`config.mk`:
```
export PLATFORM = sky130hd
export DESIGN_NAME = vn_sqrt
export DESIGN_NICKNAME = d
export VERILOG_FILES = /design/src/hdl/vn_pkg.sv /design/src/hdl/vn_sqrt.sv
export SDC_FILE = /design/constraint.sdc
export NUM_CORES = 1
export LEC_CHECK = 0
export BUFFER_PORTS_ARGS = -buffer_cell sky130_fd_sc_hd__buf_2
export CAP_MARGIN = 20
export CORE_MARGIN = 3
export CORE_UTILIZATION = 55
export CTS_CLUSTER_DIAMETER = 200
export DETAILED_ROUTE_END_ITERATION = 7
export GPL_TIMING_DRIVEN = 0
export PLACE_DENSITY = 0.78
export SYNTH_ARGS = -nofsm -noshare
export SYNTH_HDL_FRONTEND = slang
export SYNTH_SLANG_ARGS = --single-unit
export TNS_END_PERCENT = 5
```
`constraint.sdc`:
```
create_clock -name clk -period 5.22 [get_ports clk]
set_clock_uncertainty 0.15 [all_clocks]
set_input_delay 1.044 -clock clk [delete_from_list [all_inputs] [get_ports clk]]
set_output_delay 1.044 -clock clk [all_outputs]
set_load 0.05 [all_outputs]
```
`src/hdl/vn_pkg.sv`:
```
// ----------------------------------------------------------------------------
// vn_pkg: shared types and constants for the vector normalizer
// Fixed-point widths, stage counts and the item structs used on the ports
// and between the pipeline sections.
// ----------------------------------------------------------------------------
package vn_pkg;

    // Input components are signed Q8.8, results signed Q1.14.
    localparam int IN_W      = 16;
    localparam int FRAC      = 14;
    localparam int OUT_W     = FRAC + 2;
    localparam int MAG_W     = IN_W;
    // Squared length of three components, rounded up to an even width.
    localparam int SQ_W      = 2 * IN_W + 2;
    localparam int ROOT_W    = SQ_W / 2;
    localparam int SQ_STEPS  = SQ_W / 2;
    localparam int DIV_STEPS = FRAC + 1;
    // Front end (3) + root steps + divide steps + output register.
    localparam int LATENCY   = 3 + SQ_STEPS + DIV_STEPS + 1;

    typedef struct packed {
        logic signed [IN_W-1:0] vec_x;
        logic signed [IN_W-1:0] vec_y;
        logic signed [IN_W-1:0] vec_z;
    } vn_in_t;

    typedef struct packed {
        logic signed [OUT_W-1:0] unit_x;
        logic signed [OUT_W-1:0] unit_y;
        logic signed [OUT_W-1:0] unit_z;
        logic                    was_zero;
    } vn_out_t;

    // Per-item data that rides along with the root and divide stages.
    typedef struct packed {
        logic [2:0][MAG_W-1:0] mag;
        logic [2:0]            neg;
        logic                  zero;
    } vn_side_t;

endpackage

```
`src/hdl/vn_sqrt.sv`:
```
// ----------------------------------------------------------------------------
// vn_sqrt: pipelined integer square root
// One result bit per stage, rounded down, with per-item side data carried
// along each stage.
// ----------------------------------------------------------------------------
module vn_sqrt (
    input  logic                      clk,
    input  logic                      rst_n,
    input  logic                      in_valid,
    input  logic [vn_pkg::SQ_W-1:0]   in_sq,
    input  vn_pkg::vn_side_t          in_side,
    output logic                      out_valid,
    output logic [vn_pkg::ROOT_W-1:0] out_root,
    output vn_pkg::vn_side_t          out_side
);
    import vn_pkg::*;

    localparam int REM_W = ROOT_W + 2;

    logic              valid_reg [1:SQ_STEPS];
    logic [SQ_W-1:0]   bits_reg  [1:SQ_STEPS];
    logic [REM_W-1:0]  rem_reg   [1:SQ_STEPS];
    logic [ROOT_W-1:0] root_reg  [1:SQ_STEPS];
    vn_side_t          side_reg  [1:SQ_STEPS];

    genvar i;
    generate
        for (i = 0; i < SQ_STEPS; i++) begin : g_step
            logic              v_cur;
            logic [SQ_W-1:0]   bits_cur;
            logic [REM_W-1:0]  rem_cur;
            logic [ROOT_W-1:0] root_cur;
            vn_side_t          side_cur;
            logic [REM_W-1:0]  rem_sh;
            logic [REM_W-1:0]  trial;
            logic [REM_W-1:0]  rem_next;
            logic [ROOT_W-1:0] root_next;

            // Stage inputs: the ports for the first step, else the previous step.
            if (i == 0) begin : g_first
                assign v_cur    = in_valid;
                assign bits_cur = in_sq;
                assign rem_cur  = '0;
                assign root_cur = '0;
                assign side_cur = in_side;
            end else begin : g_rest
                assign v_cur    = valid_reg[i];
                assign bits_cur = bits_reg[i];
                assign rem_cur  = rem_reg[i];
                assign root_cur = root_reg[i];
                assign side_cur = side_reg[i];
            end

            // Bring down two bits and try to subtract 4*root + 1.
            always_comb
            begin
                rem_sh = {rem_cur[REM_W-3:0], bits_cur[SQ_W-1:SQ_W-2]};
                trial  = {root_cur, 2'b01};
                if (rem_sh >= trial)
                begin
                    rem_next  = rem_sh - trial;
                    root_next = {root_cur[ROOT_W-2:0], 1'b1};
                end
                else
                begin
                    rem_next  = rem_sh;
                    root_next = {root_cur[ROOT_W-2:0], 1'b0};
                end
            end

            always_ff @(posedge clk or negedge rst_n)
            begin
                if (!rst_n)
                    valid_reg[i+1] <= 1'b0;
                else
                    valid_reg[i+1] <= v_cur;
            end

            always_ff @(posedge clk)
            begin
                bits_reg[i+1] <= {bits_cur[SQ_W-3:0], 2'b00};
                rem_reg[i+1]  <= rem_next;
                root_reg[i+1] <= root_next;
                side_reg[i+1] <= side_cur;
            end
        end
    endgenerate

    assign out_valid = valid_reg[SQ_STEPS];
    assign out_root  = root_reg[SQ_STEPS];
    assign out_side  = side_reg[SQ_STEPS];

endmodule

```
======== Yosys cells after proc, flatten, opt, wreduce, memory -nomap -nowiden ========
Memories as Yosys holds them, arrays and structs flattened.
Index checks and enable logic that the tools add are counted.
storage, ports and cells
  register bits after elaboration ......... 17
  memory bits (writable) .................. 2040
  input bits .............................. 89
  output and inout bits ................... 70
  memories kept ........................... 4
operators by class
  add/subtract/negate cells ............... 17
  magnitude comparators ................... 17
  multiplexer cells ....................... 34
memory list
  name      words  width  read ports  clocked after Yosys merged registers in  write ports  RTL line       RTL
  side_reg  17     52     17          0                                        17           vn_sqrt.sv:24  vn_side_t side_reg [1:SQ_STEPS];
  bits_reg  17     32     16          0                                        17           vn_sqrt.sv:21  logic [SQ_W-1:0] bits_reg [1:SQ_STEPS];
  rem_reg   17     19     16          0                                        17           vn_sqrt.sv:22  logic [REM_W-1:0] rem_reg [1:SQ_STEPS];
  root_reg  17     17     17          0                                        17           vn_sqrt.sv:23  logic [ROOT_W-1:0] root_reg [1:SQ_STEPS];
operator list
  kind                                                                                  count
  19-bit two-way mux                                                                    17
  19-bit greater-or-equal comparator                                                    16
  19-bit subtractor                                                                     16
  1-bit two-way mux                                                                     17
  2-bit by 1-bit subtractor with 3-bit output (second input constant)                   1
  2-bit by 1-bit greater-or-equal comparator with 1-bit output (second input constant)  1

======== Longest topological paths before layout ========
An unclocked memory read counts as a cell.
  depth after elaboration ................. 3
  mapped depth ............................ 11
  depth with buffers taken out ............ 10

======== Worst setup path after synthesis ========
OpenSTA, ideal clock, no wires.
  path type ............................... reg2reg
  from .................................... register root_reg[5][24] (netlist name)
  to ...................................... register rem_reg[0][236] (netlist name)
  setup time .............................. 0.121 ns
  data arrival time ....................... 2.417 ns
  setup slack ............................. 2.532 ns
  cell stages (with the launch flop) ...... 12
  buffers on the path ..................... 2
  period minus slack after synthesis ...... 2.688 ns
  cells stage by stage .................... dfxtp_1 > inv_1 > ha_1 > clkbuf_1 > nand2_1 > o21a_1 > or4_1 > nand3_1 > nor2_4 > inv_2 > buf_6 > mux2_2

==> results.yml <==
clock_network:
  clock_latency_ns: 0.74
  path_clk_slew_ns: 0.07
  cts_resized: 0
  root_buffer: "clkbuf_16"
  hold_buffers: 0
  tritoncts: "done"
  cts-buffers-inserted: 145
  cts-htree-levels: 4
  cts_setup_buffers: 0
  cts_sinks: 1580
  clock_path_buffers: 3
run_status:
  outcome: "complete, no violations"
detailed_routing:
  drt-initial-drc-count: 899
  avgRoutedWirePerCell_um: 14.7
  wl_um: 70500
  drc: 0
  viasPerCell: 4.82
  postRouteAntennaNets: 0
  dr.pass1.iters: 5
  vias: 23042
power_and_ir_drop:
  p_leak_nw: 22.7
  finalPower_mw: 28.5
  p_per_area_nw_per_um2: 566
  ir_drop_uv: 388
floorplanning:
  core_um2: 77600
  die_w_um: 286
  ios: 159
  initial_core_util_pct: 55.7
  die-area_um2: 81900
  rows: 102
  die_h_um: 286
synthesis:
  yosysSeqAreaShare_pct: 73.4
  synth_cell_type_count: 86
  syn_nets: 3578
  syn_avg_cell_area_um2: 13.0
  synth_edf_count: 0
  yosys_most_used_dff: "dfxtp_1"
  synth_seq_cells: 1580
  ys_warn_count: 0
  synthesis.area_um2: 43200
  synthesis.instances: 3319
  async_flop_share_pct: 1.08
layout:
  drive_above_1_share_pct: 13.0
  mostFrequentLayoutCells: "dfxtp_1 (1563), inv_1 (212), buf_2 (175), ha_1 (170), clkbuf_16 (145)"
  fillers: 5647
  area_delta_synth_final_pct: 16.6
  mostFrequentLayoutCell: "dfxtp_1"
  nNetsFinal: 3883
  largest_register_ff_count: 884
sta:
  worst_pin_slew_ns: 0.796
  slew_violations: 0
  setup_violations: 0
  fin_crit_ns: 3.23
  rsz0062_at_grt: "no"
  slew_headroom_pct: 45.5
  finalCritPeriodShare_pct: 61.9
  hold_violations: 0
  fin_setup_tns_ns: 0
  fmax_ghz: 0.309
worst_setup_path:
  worstSetupPathType: "flip-flop to flip-flop"
  required_ns: 5.65
  startpoint_type: "flip-flop"
  worst-path-max-fanout: 10
  r2r_slack_ns: 1.99
  worstSetupEndpointType: "flip-flop"
  worst_ep_arrival_time_ns: 3.66
global_routing:
  grt.total_usage_pct: 17.4
  gr-total-overflow: 0
  grt_pass1_vias: 23411
  antenna_found_initial: 1
  grt_max_degree: 18
  grt_pass1_wl_um: 115000
place:
  place_congestion: 0.878
  io_buffers: 158
  hpwl_um: 44700
flow_run:
  cap_viol_max_count: 0
hold_path:
  worstHoldPathType: "input pin to asynchronous set/reset pin"
==> power breakdown <==
part           total [mW]  switching [mW]  leakage (nW)  internal (mW)
Clock                10.7            4.58          2.44           6.16
Combinational        3.63            2.04          6.88           1.59
Sequential           14.1           0.716          13.3           13.4
==> layer usage <==
layer	global-route usage, %	routed length (um)	vias to the layer above
met1	19.8	29200	10655
met3	4.11	3330	148
li1	-	-	11758
met4	6.67	2050	0
met5	0	0	-
met2	31.5	35900	481
==> synthesized netlist by cell type (37+ instances only) <==
cell     number  area [um^2]
o21ai_0     113          566
xnor2_1      89          780
dfxtp_1    1563        31300
nor3_1       74          370
mux2_2       44          495
nand3_1      54          270
inv_1       212          796
xor2_1       86          753
nor2_1      137          514
nand2_1     127          477
ha_1        170         2130
a21oi_1     134          671
a21o_1       37          278
==> metrics by stage <==
| stage | worst slack, ns | hold WS, ns | instances | instance area (um^2) | utilization (%) |
|---|---|---|---|---|---|
| 2_1_floorplan | 2.53 | 0.160 | 3319 | 43200 | - |
| 3_3_place_gp | 1.97 | 0.159 | 4517 | 45300 | 58.4 |
| 3_5_place_dp | 2.00 | 0.162 | 4517 | 45300 | 58.4 |
| 4_1_cts | 1.97 | 0.0118 | 4780 | 50400 | 64.9 |
| 5_1_grt | 1.71 | 0.0410 | 4780 | 50400 | 64.9 |
| 6_report | 1.99 | 0.0642 | 4781 | 50400 | 64.9 |
==> critical path, stage by stage (launching register included) <==
cell and delay (ns):
dfxtp_1 0.33, inv_1 0.05, ha_1 0.26, clkbuf_1 0.29
nand3_1 0.26, nor3_1 0.26, nand2b_1 0.14, a21oi_1 0.58
nor2_4 0.12, inv_2 0.15, buf_6 0.16, mux2_2 0.35
==> cell families after synthesis <==
logic type	share of synthesized area (%)
xor gates and xnor gates	3.55
DFF	73.4
buffers and inverters	2.33
other	0.00868
adders and majority gates	4.93
AOI/OAI and AO/OA	7.10
and+or+nand+nor	7.22
muxes	1.43
==> final timing paths <==
path                                         endpoint               startpoint  cells after the start
max in group asynchronous   g_step[4].v_cur$_DFF_PN0_                    rst_n                      1
min in group clk             bits_reg[1][118]$_DFF_P_  bits_reg[1][84]$_DFF_P_                      0
max                           rem_reg[0][239]$_DFF_P_  root_reg[5][24]$_DFF_P_                     11
min                        g_step[14].v_cur$_DFF_PN0_                    rst_n                      1
min reg2reg                  bits_reg[1][118]$_DFF_P_  bits_reg[1][84]$_DFF_P_                      0
max reg2reg                   rem_reg[0][239]$_DFF_P_  root_reg[5][24]$_DFF_P_                     11
==> area by class of cell <==
| class | instances | area (um^2) | area share (%) |
|---|---|---|---|
| flip-flops and latches | 1580 | 31700 | 63.0 |
| multi-input cells | 1481 | 10500 | 20.8 |
| clock buffers | 205 | 4170 | 8.29 |
| well taps | 1040 | 1300 | 2.58 |
| clock inverters | 58 | 918 | 1.82 |
| inverters | 214 | 803 | 1.59 |
| repair buffers | 158 | 791 | 1.57 |
| plain buffers | 44 | 201 | 0.400 |
| diodes | 1 | 2.50 | 0.00497 |
No activity file was read; power rests on OpenSTA's default activity.
