$ cat src/hdl/vn_pkg.sv
// ----------------------------------------------------------------------------
// vn_pkg: shared types and constants for the vector normalizer
// Fixed-point widths, stage counts and the item structs used on the ports
// and between the pipeline sections.
// ----------------------------------------------------------------------------
package vn_pkg;

    // Input components are signed Q8.8, results signed Q1.14.
    localparam int IN_W      = 16;
    localparam int FRAC      = 14;
    localparam int OUT_W     = FRAC + 2;
    localparam int MAG_W     = IN_W;
    // Squared length of three components, rounded up to an even width.
    localparam int SQ_W      = 2 * IN_W + 2;
    localparam int ROOT_W    = SQ_W / 2;
    localparam int SQ_STEPS  = SQ_W / 2;
    localparam int DIV_STEPS = FRAC + 1;
    // Front end (3) + root steps + divide steps + output register.
    localparam int LATENCY   = 3 + SQ_STEPS + DIV_STEPS + 1;

    typedef struct packed {
        logic signed [IN_W-1:0] vec_x;
        logic signed [IN_W-1:0] vec_y;
        logic signed [IN_W-1:0] vec_z;
    } vn_in_t;

    typedef struct packed {
        logic signed [OUT_W-1:0] unit_x;
        logic signed [OUT_W-1:0] unit_y;
        logic signed [OUT_W-1:0] unit_z;
        logic                    was_zero;
    } vn_out_t;

    // Per-item data that rides along with the root and divide stages.
    typedef struct packed {
        logic [2:0][MAG_W-1:0] mag;
        logic [2:0]            neg;
        logic                  zero;
    } vn_side_t;

endpackage

$ cat src/hdl/vn_div.sv
// ----------------------------------------------------------------------------
// vn_div: pipelined three-lane divider
// Divides each component magnitude, scaled to the output fraction, by the
// length, one quotient bit per stage, truncating.
// ----------------------------------------------------------------------------
module vn_div (
    input  logic                       clk,
    input  logic                       rst_n,
    input  logic                       in_valid,
    input  logic [vn_pkg::ROOT_W-1:0]  in_len,
    input  vn_pkg::vn_side_t           in_side,
    output logic                       out_valid,
    output logic [2:0][vn_pkg::FRAC:0] out_quo,
    output vn_pkg::vn_side_t           out_side
);
    import vn_pkg::*;

    logic                   valid_reg [1:DIV_STEPS];
    logic [ROOT_W-1:0]      len_reg   [1:DIV_STEPS];
    logic [2:0][ROOT_W-1:0] rem_reg   [1:DIV_STEPS];
    logic [2:0][FRAC:0]     quo_reg   [1:DIV_STEPS];
    vn_side_t               side_reg  [1:DIV_STEPS];

    genvar i, k;
    generate
        for (i = 0; i < DIV_STEPS; i++) begin : g_step
            logic                     v_cur;
            logic [ROOT_W-1:0]        len_cur;
            vn_side_t                 side_cur;
            logic [2:0][FRAC:0]       quo_cur;
            logic [2:0][ROOT_W:0]     rem_sh;
            logic [2:0][ROOT_W-1:0]   rem_next;
            logic [2:0][FRAC:0]       quo_next;

            // The first step takes the magnitude itself, which never exceeds
            // the length; later steps shift the remainder left by one.
            if (i == 0) begin : g_first
                assign v_cur    = in_valid;
                assign len_cur  = in_len;
                assign side_cur = in_side;
                assign quo_cur  = '0;
                for (k = 0; k < 3; k++) begin : g_lane
                    assign rem_sh[k] = {{(ROOT_W + 1 - MAG_W){1'b0}}, in_side.mag[k]};
                end
            end else begin : g_rest
                assign v_cur    = valid_reg[i];
                assign len_cur  = len_reg[i];
                assign side_cur = side_reg[i];
                assign quo_cur  = quo_reg[i];
                for (k = 0; k < 3; k++) begin : g_lane
                    assign rem_sh[k] = {rem_reg[i][k], 1'b0};
                end
            end

            // Compare and subtract in each lane.
            for (k = 0; k < 3; k++) begin : g_cmp
                always_comb
                begin
                    if (rem_sh[k] >= {1'b0, len_cur})
                    begin
                        rem_next[k] = ROOT_W'(rem_sh[k] - {1'b0, len_cur});
                        quo_next[k] = {quo_cur[k][FRAC-1:0], 1'b1};
                    end
                    else
                    begin
                        rem_next[k] = rem_sh[k][ROOT_W-1:0];
                        quo_next[k] = {quo_cur[k][FRAC-1:0], 1'b0};
                    end
                end
            end

            always_ff @(posedge clk or negedge rst_n)
            begin
                if (!rst_n)
                    valid_reg[i+1] <= 1'b0;
                else
                    valid_reg[i+1] <= v_cur;
            end

            always_ff @(posedge clk)
            begin
                len_reg[i+1]  <= len_cur;
                rem_reg[i+1]  <= rem_next;
                quo_reg[i+1]  <= quo_next;
                side_reg[i+1] <= side_cur;
            end
        end
    endgenerate

    assign out_valid = valid_reg[DIV_STEPS];
    assign out_quo   = quo_reg[DIV_STEPS];
    assign out_side  = side_reg[DIV_STEPS];

endmodule

$ cat config.mk
export PLATFORM = sky130hd
export DESIGN_NAME = vn_div
export DESIGN_NICKNAME = d
export VERILOG_FILES = /design/src/hdl/vn_pkg.sv /design/src/hdl/vn_div.sv
export SDC_FILE = /design/constraint.sdc
export NUM_CORES = 2
export LEC_CHECK = 0
export ABC_AREA = 1
export BUFFER_PORTS_ARGS = -buffer_cell sky130_fd_sc_hd__buf_4
export CAP_MARGIN = 20
export CORE_MARGIN = 1
export CORE_UTILIZATION = 25
export CTS_BUF_LIST = sky130_fd_sc_hd__clkbuf_4 sky130_fd_sc_hd__clkbuf_8
export DETAILED_ROUTE_END_ITERATION = 16
export SYNTH_ARGS = -nofsm -noshare
export SYNTH_HDL_FRONTEND = slang
export SYNTH_SLANG_ARGS = --single-unit
$ cat constraint.sdc
create_clock -name clk -period 2.15 [get_ports clk]
set_input_delay 0 -clock clk [delete_from_list [all_inputs] [get_ports clk]]
set_output_delay 0 -clock clk [all_outputs]
set_load 0.1 [all_outputs]
* Word-level counts from Yosys, hierarchy flattened
Memories as Yosys holds them, arrays and structs flattened.
Cells that the tools add are included.
** Storage, ports and cells
- Register bits after elaboration :: 15
- Bits in writable memories :: 2475
- Bits of input ports :: 72
- Output and inout bits :: 98
- Memories kept :: 4
** Cells by class
- $add $sub $neg :: 45
- Magnitude comparators :: 45
- Muxes and demuxes :: 90
** Memories
- side_reg :: words 15, bits a word 52, read ports 15, clocked after memory_dff 0, wr ports 15, line vn_div.sv:22 : vn_side_t side_reg [1:DIV_STEPS];
- rem_reg :: words 15, bits a word 51, read ports 14, clocked after memory_dff 0, wr ports 15, line vn_div.sv:20 : logic [2:0][ROOT_W-1:0] rem_reg [1:DIV_STEPS];
- quo_reg :: words 15, bits a word 45, read ports 15, clocked after memory_dff 0, wr ports 15, line vn_div.sv:21 : logic [2:0][FRAC:0] quo_reg [1:DIV_STEPS];
- len_reg :: words 15, bits a word 17, read ports 14, clocked after memory_dff 0, wr ports 15, line vn_div.sv:19 : logic [ROOT_W-1:0] len_reg [1:DIV_STEPS];
** Operator list (count)
- two-way mux 17 bit :: 45
- >= comparator 18 x 17 -> 1 bit :: 42
- subtractor 17 bit :: 42
- >= comparator 16 x 17 -> 1 bit :: 3
- subtractor 16 x 17 -> 17 bit :: 3
- two-way mux 1 bit :: 45

* Depth between registers and ports, before layout
An unclocked memory read counts as a cell.
- Depth after elaboration :: 3
- Depth in mapped cells :: 14

* Worst setup path after synthesis
Ideal clock, no wire load.
- Path type :: reg2reg
- Start point :: mem len_reg[3][1] (netlist bit)
- End point :: reg rem_reg[0][226] (netlist name)
- Library setup time :: 112 ps
- Data arrival time :: 1783 ps
- Slack :: 255 ps
- Stages on the path, launching flop included :: 13
- Path buffers :: 1
- Clock period less this slack :: 1895 ps
- Cells stage by stage :: dfxtp_1 -> inv_1 -> ha_1 -> ha_1 -> nand3_1 -> nor2_1 -> nand3_1 -> nand2_1 -> nor2_4 -> nand2_4 -> buf_6 -> nand2_1 -> nand2_1
** RTL lines (line)
- start, declared :: vn_div.sv:19

==> results.cfg <==
[global_route]
overflow = 0
grt_pass1_wl_um = 450000
track_usage = 0.143
grt_util_met2 = 0.254
grt_use_met1 = 0.168
grt_max_degree = 21
antenna_found_initial = 8
busiest_layer = met2
grt_pass1_vias = 81551
grt_use_met3 = 0.0190

[placed_design]
globalplace.congestion = 0.937
dp.cells = 19729
hpwlAfterDp_um = 237000
dp_slack_ns = -0.256
portBuffers = 169

[timing]
grt_setup_unrepaired = yes
whs_ns = 0.0467
finalClockSkew_ns = 0.147
setup_viol = 6
slew_headroom = 0.552
hold_viol_final = 0
drv_slew = 0
min_period_ns = 2.17
max_clock_freq_ghz = 0.460
worst_pin_slew_ns = 0.669
finalCritPeriodShare = 1.01
worst_slack_ns = -0.0234

[yosys]
yosysTopAreaCell = dfxtp_1
ys_ff_latch = 2107
ys_warn_count = 0
synth_common_cells = 5450 x nand2_1, 2194 x inv_1, 2092 x dfxtp_1, 813 x nand3_1, 759 x ha_1
netlist_area_um2 = 98900
seq_area_frac_synth = 0.427
netlist_instances = 13657
synth.top_cell.area_share = 0.423
async_reset_ff_frac = 0.00712
syn_area_per_cell_um2 = 7.24
synth_nets = 14530
synth.most_common_cell = nand2_1
synth_cell_types = 42
ys.flop_type = dfxtp_1
synth_edf_count = 0
synthTopCellsByArea = dfxtp_1 42%, nand2_1 21%, ha_1 9.6%

[detailed_routing]
vias = 85609
dr.first_iter.drc_count = 5181
antenna_left = 0
drt_pass1_iterations = 6
drc_errors = 0
vias_per_cell = 4.15
wl_um = 297000
wl_per_cell_um = 14.4

[floorplan]
io_pins = 170
core_area_um2 = 393000
start_util = 0.252
die_h_um = 631
fp.dieW_um = 631
row_count = 230
dieArea_um2 = 398000

[cts]
cts_made_buffers = 354
clk_latency_ns = 1.18
htreeDepth = 5
cts_buffer_depth = 4
clkSinkCount = 2107
cts_root_buffer = clkbuf_8
cts_tree = built
clkTransAtPathRegs_ns = 0.06

[cells_and_area]
syn_to_final_growth_pct = 26.6
fin_cells = 20606
nets = 15968
fill_cells = 41901
drive_gt1_frac = 0.165
largest_reg_flops = 780
post-route-util = 0.319

[setup_path]
startpoint_type = flop
cp-startpoint = len_reg[5][13]
ff2ff_path_depth = 15
crit_arrival_ns = 3.12
critical_path_class = flop to flop
cp_data_required_time_ns = 3.09
rr_startpoint = len_reg[5][13]
end_kind = flop
path_max_fanout = 4

[pwr]
ir_drop_uv = 871
p_per_area_nw_per_um2 = 1550
leakage_nw = 66.7

[status]
violations = setup timing
status = complete, but fails checks

[hold_path]
whs_path_depth = 3
hold_class = input port to flop
min_from = in_side[22]

[run]
max_cap_viol_count = 0
[timing repair]
item / CTS / global route
endpoints found under the hold margin: 139 / 0
hold buffers: 157 / 0
resized for setup: 109 / 586
pin swaps: 17 / 80
cloned: 2 / 10
setup buffers: 16 / 46
endpoints found under the setup margin: 336 / 610
[routing by layer]
layer,share of wire,vias to the layer above
met5,0.00013,-
met4,0.057,6
met3,0.044,668
met2,0.48,1899
met1,0.42,38311
li1,-,44725
[through the flow]
step | setup TNS, ns | power [W] | cell area, µm²
6_report | -0.0445 | 0.194 | 125000
3_5_place_dp | -10.70 | 0.149 | 112000
3_3_place_gp | -10.67 | 0.148 | 112000
2_1_floorplan | 0 | 0.118 | 98900
5_1_grt | -3.65 | 0.210 | 125000
4_1_cts | -0.132 | 0.191 | 122000
[kinds of logic (layout without fill, tap and decap cells)]
group	count (synthesis)	after routing	share of synthesized area
AND/OR/NAND/NOR	7680	7689	0.326
buffers and inverters	2357	4070	0.0959
flip-flops	2107	2107	0.427
adder cells (fa/ha/maj)	801	801	0.104
AO/OA/AOI/OAI	453	453	0.0233
XOR/XNOR	259	259	0.0229
other	0	7	0
[report_power, final]
part	internal, W	switching [W]	total, W
clock network	0.0229	0.0171	0.0401
logic	0.0379	0.0578	0.0957
registers	0.0501	0.00840	0.0585
[worst max-delay path, stage by stage, from the launching register on]
cell and delay, ns:
dfxtp_2 0.35, clkinvlp_4 0.21, buf_6 0.19, ha_4 0.25, nand2_4 0.07, inv_2 0.04, nand2_1 0.07, nand2_2 0.06
nand2_2 0.06, nand2_2 0.06, nor2_4 0.13, buf_4 0.13, nand2_4 0.08, buf_4 0.15, nand3_1 0.05, nand2_1 0.06
[final cells by class]
class | count | area [µm²] | share of cell area
Multi-Input combinational cell | 9202 | 49800 | 0.398
Timing Repair inverter | 1 | 8.76 | 0.0000699
Antenna cell | 7 | 17.5 | 0.000140
Sequential cell | 2107 | 42300 | 0.338
Timing Repair Buffer | 1163 | 9720 | 0.0776
Inverter | 2266 | 8730 | 0.0697
Clock buffer | 529 | 6680 | 0.0533
Clock inverter | 111 | 1430 | 0.0114
Tap cell | 5220 | 6530 | 0.0521
[path summary, 6_finish.rpt]
check | end | slack [ns]
hold / removal | side_reg[0][74] | 0.05
setup / recovery | rem_reg[0][338] | -0.02
max in group asynchronous | out_valid | 1.09
hold reg to reg | quo_reg[2][157] | 0.24
min in group asynchronous | g_step[4].v_cur | 0.62
setup reg to reg | rem_reg[0][338] | -0.02
[cells in the final DEF, fill, tap and decap left out, types with 187 or more instances in the layout]
cell      count
a21oi_1     392
buf_4       942
clkbuf_8    433
dfxtp_1    2034
ha_1        611
inv_1      2090
nand2_1    5337
nand2_2     196
nand3_1     790
nand3b_1    194
nor2_1      562
xor2_1      187
No activity file was read; power rests on OpenSTA's default activity.
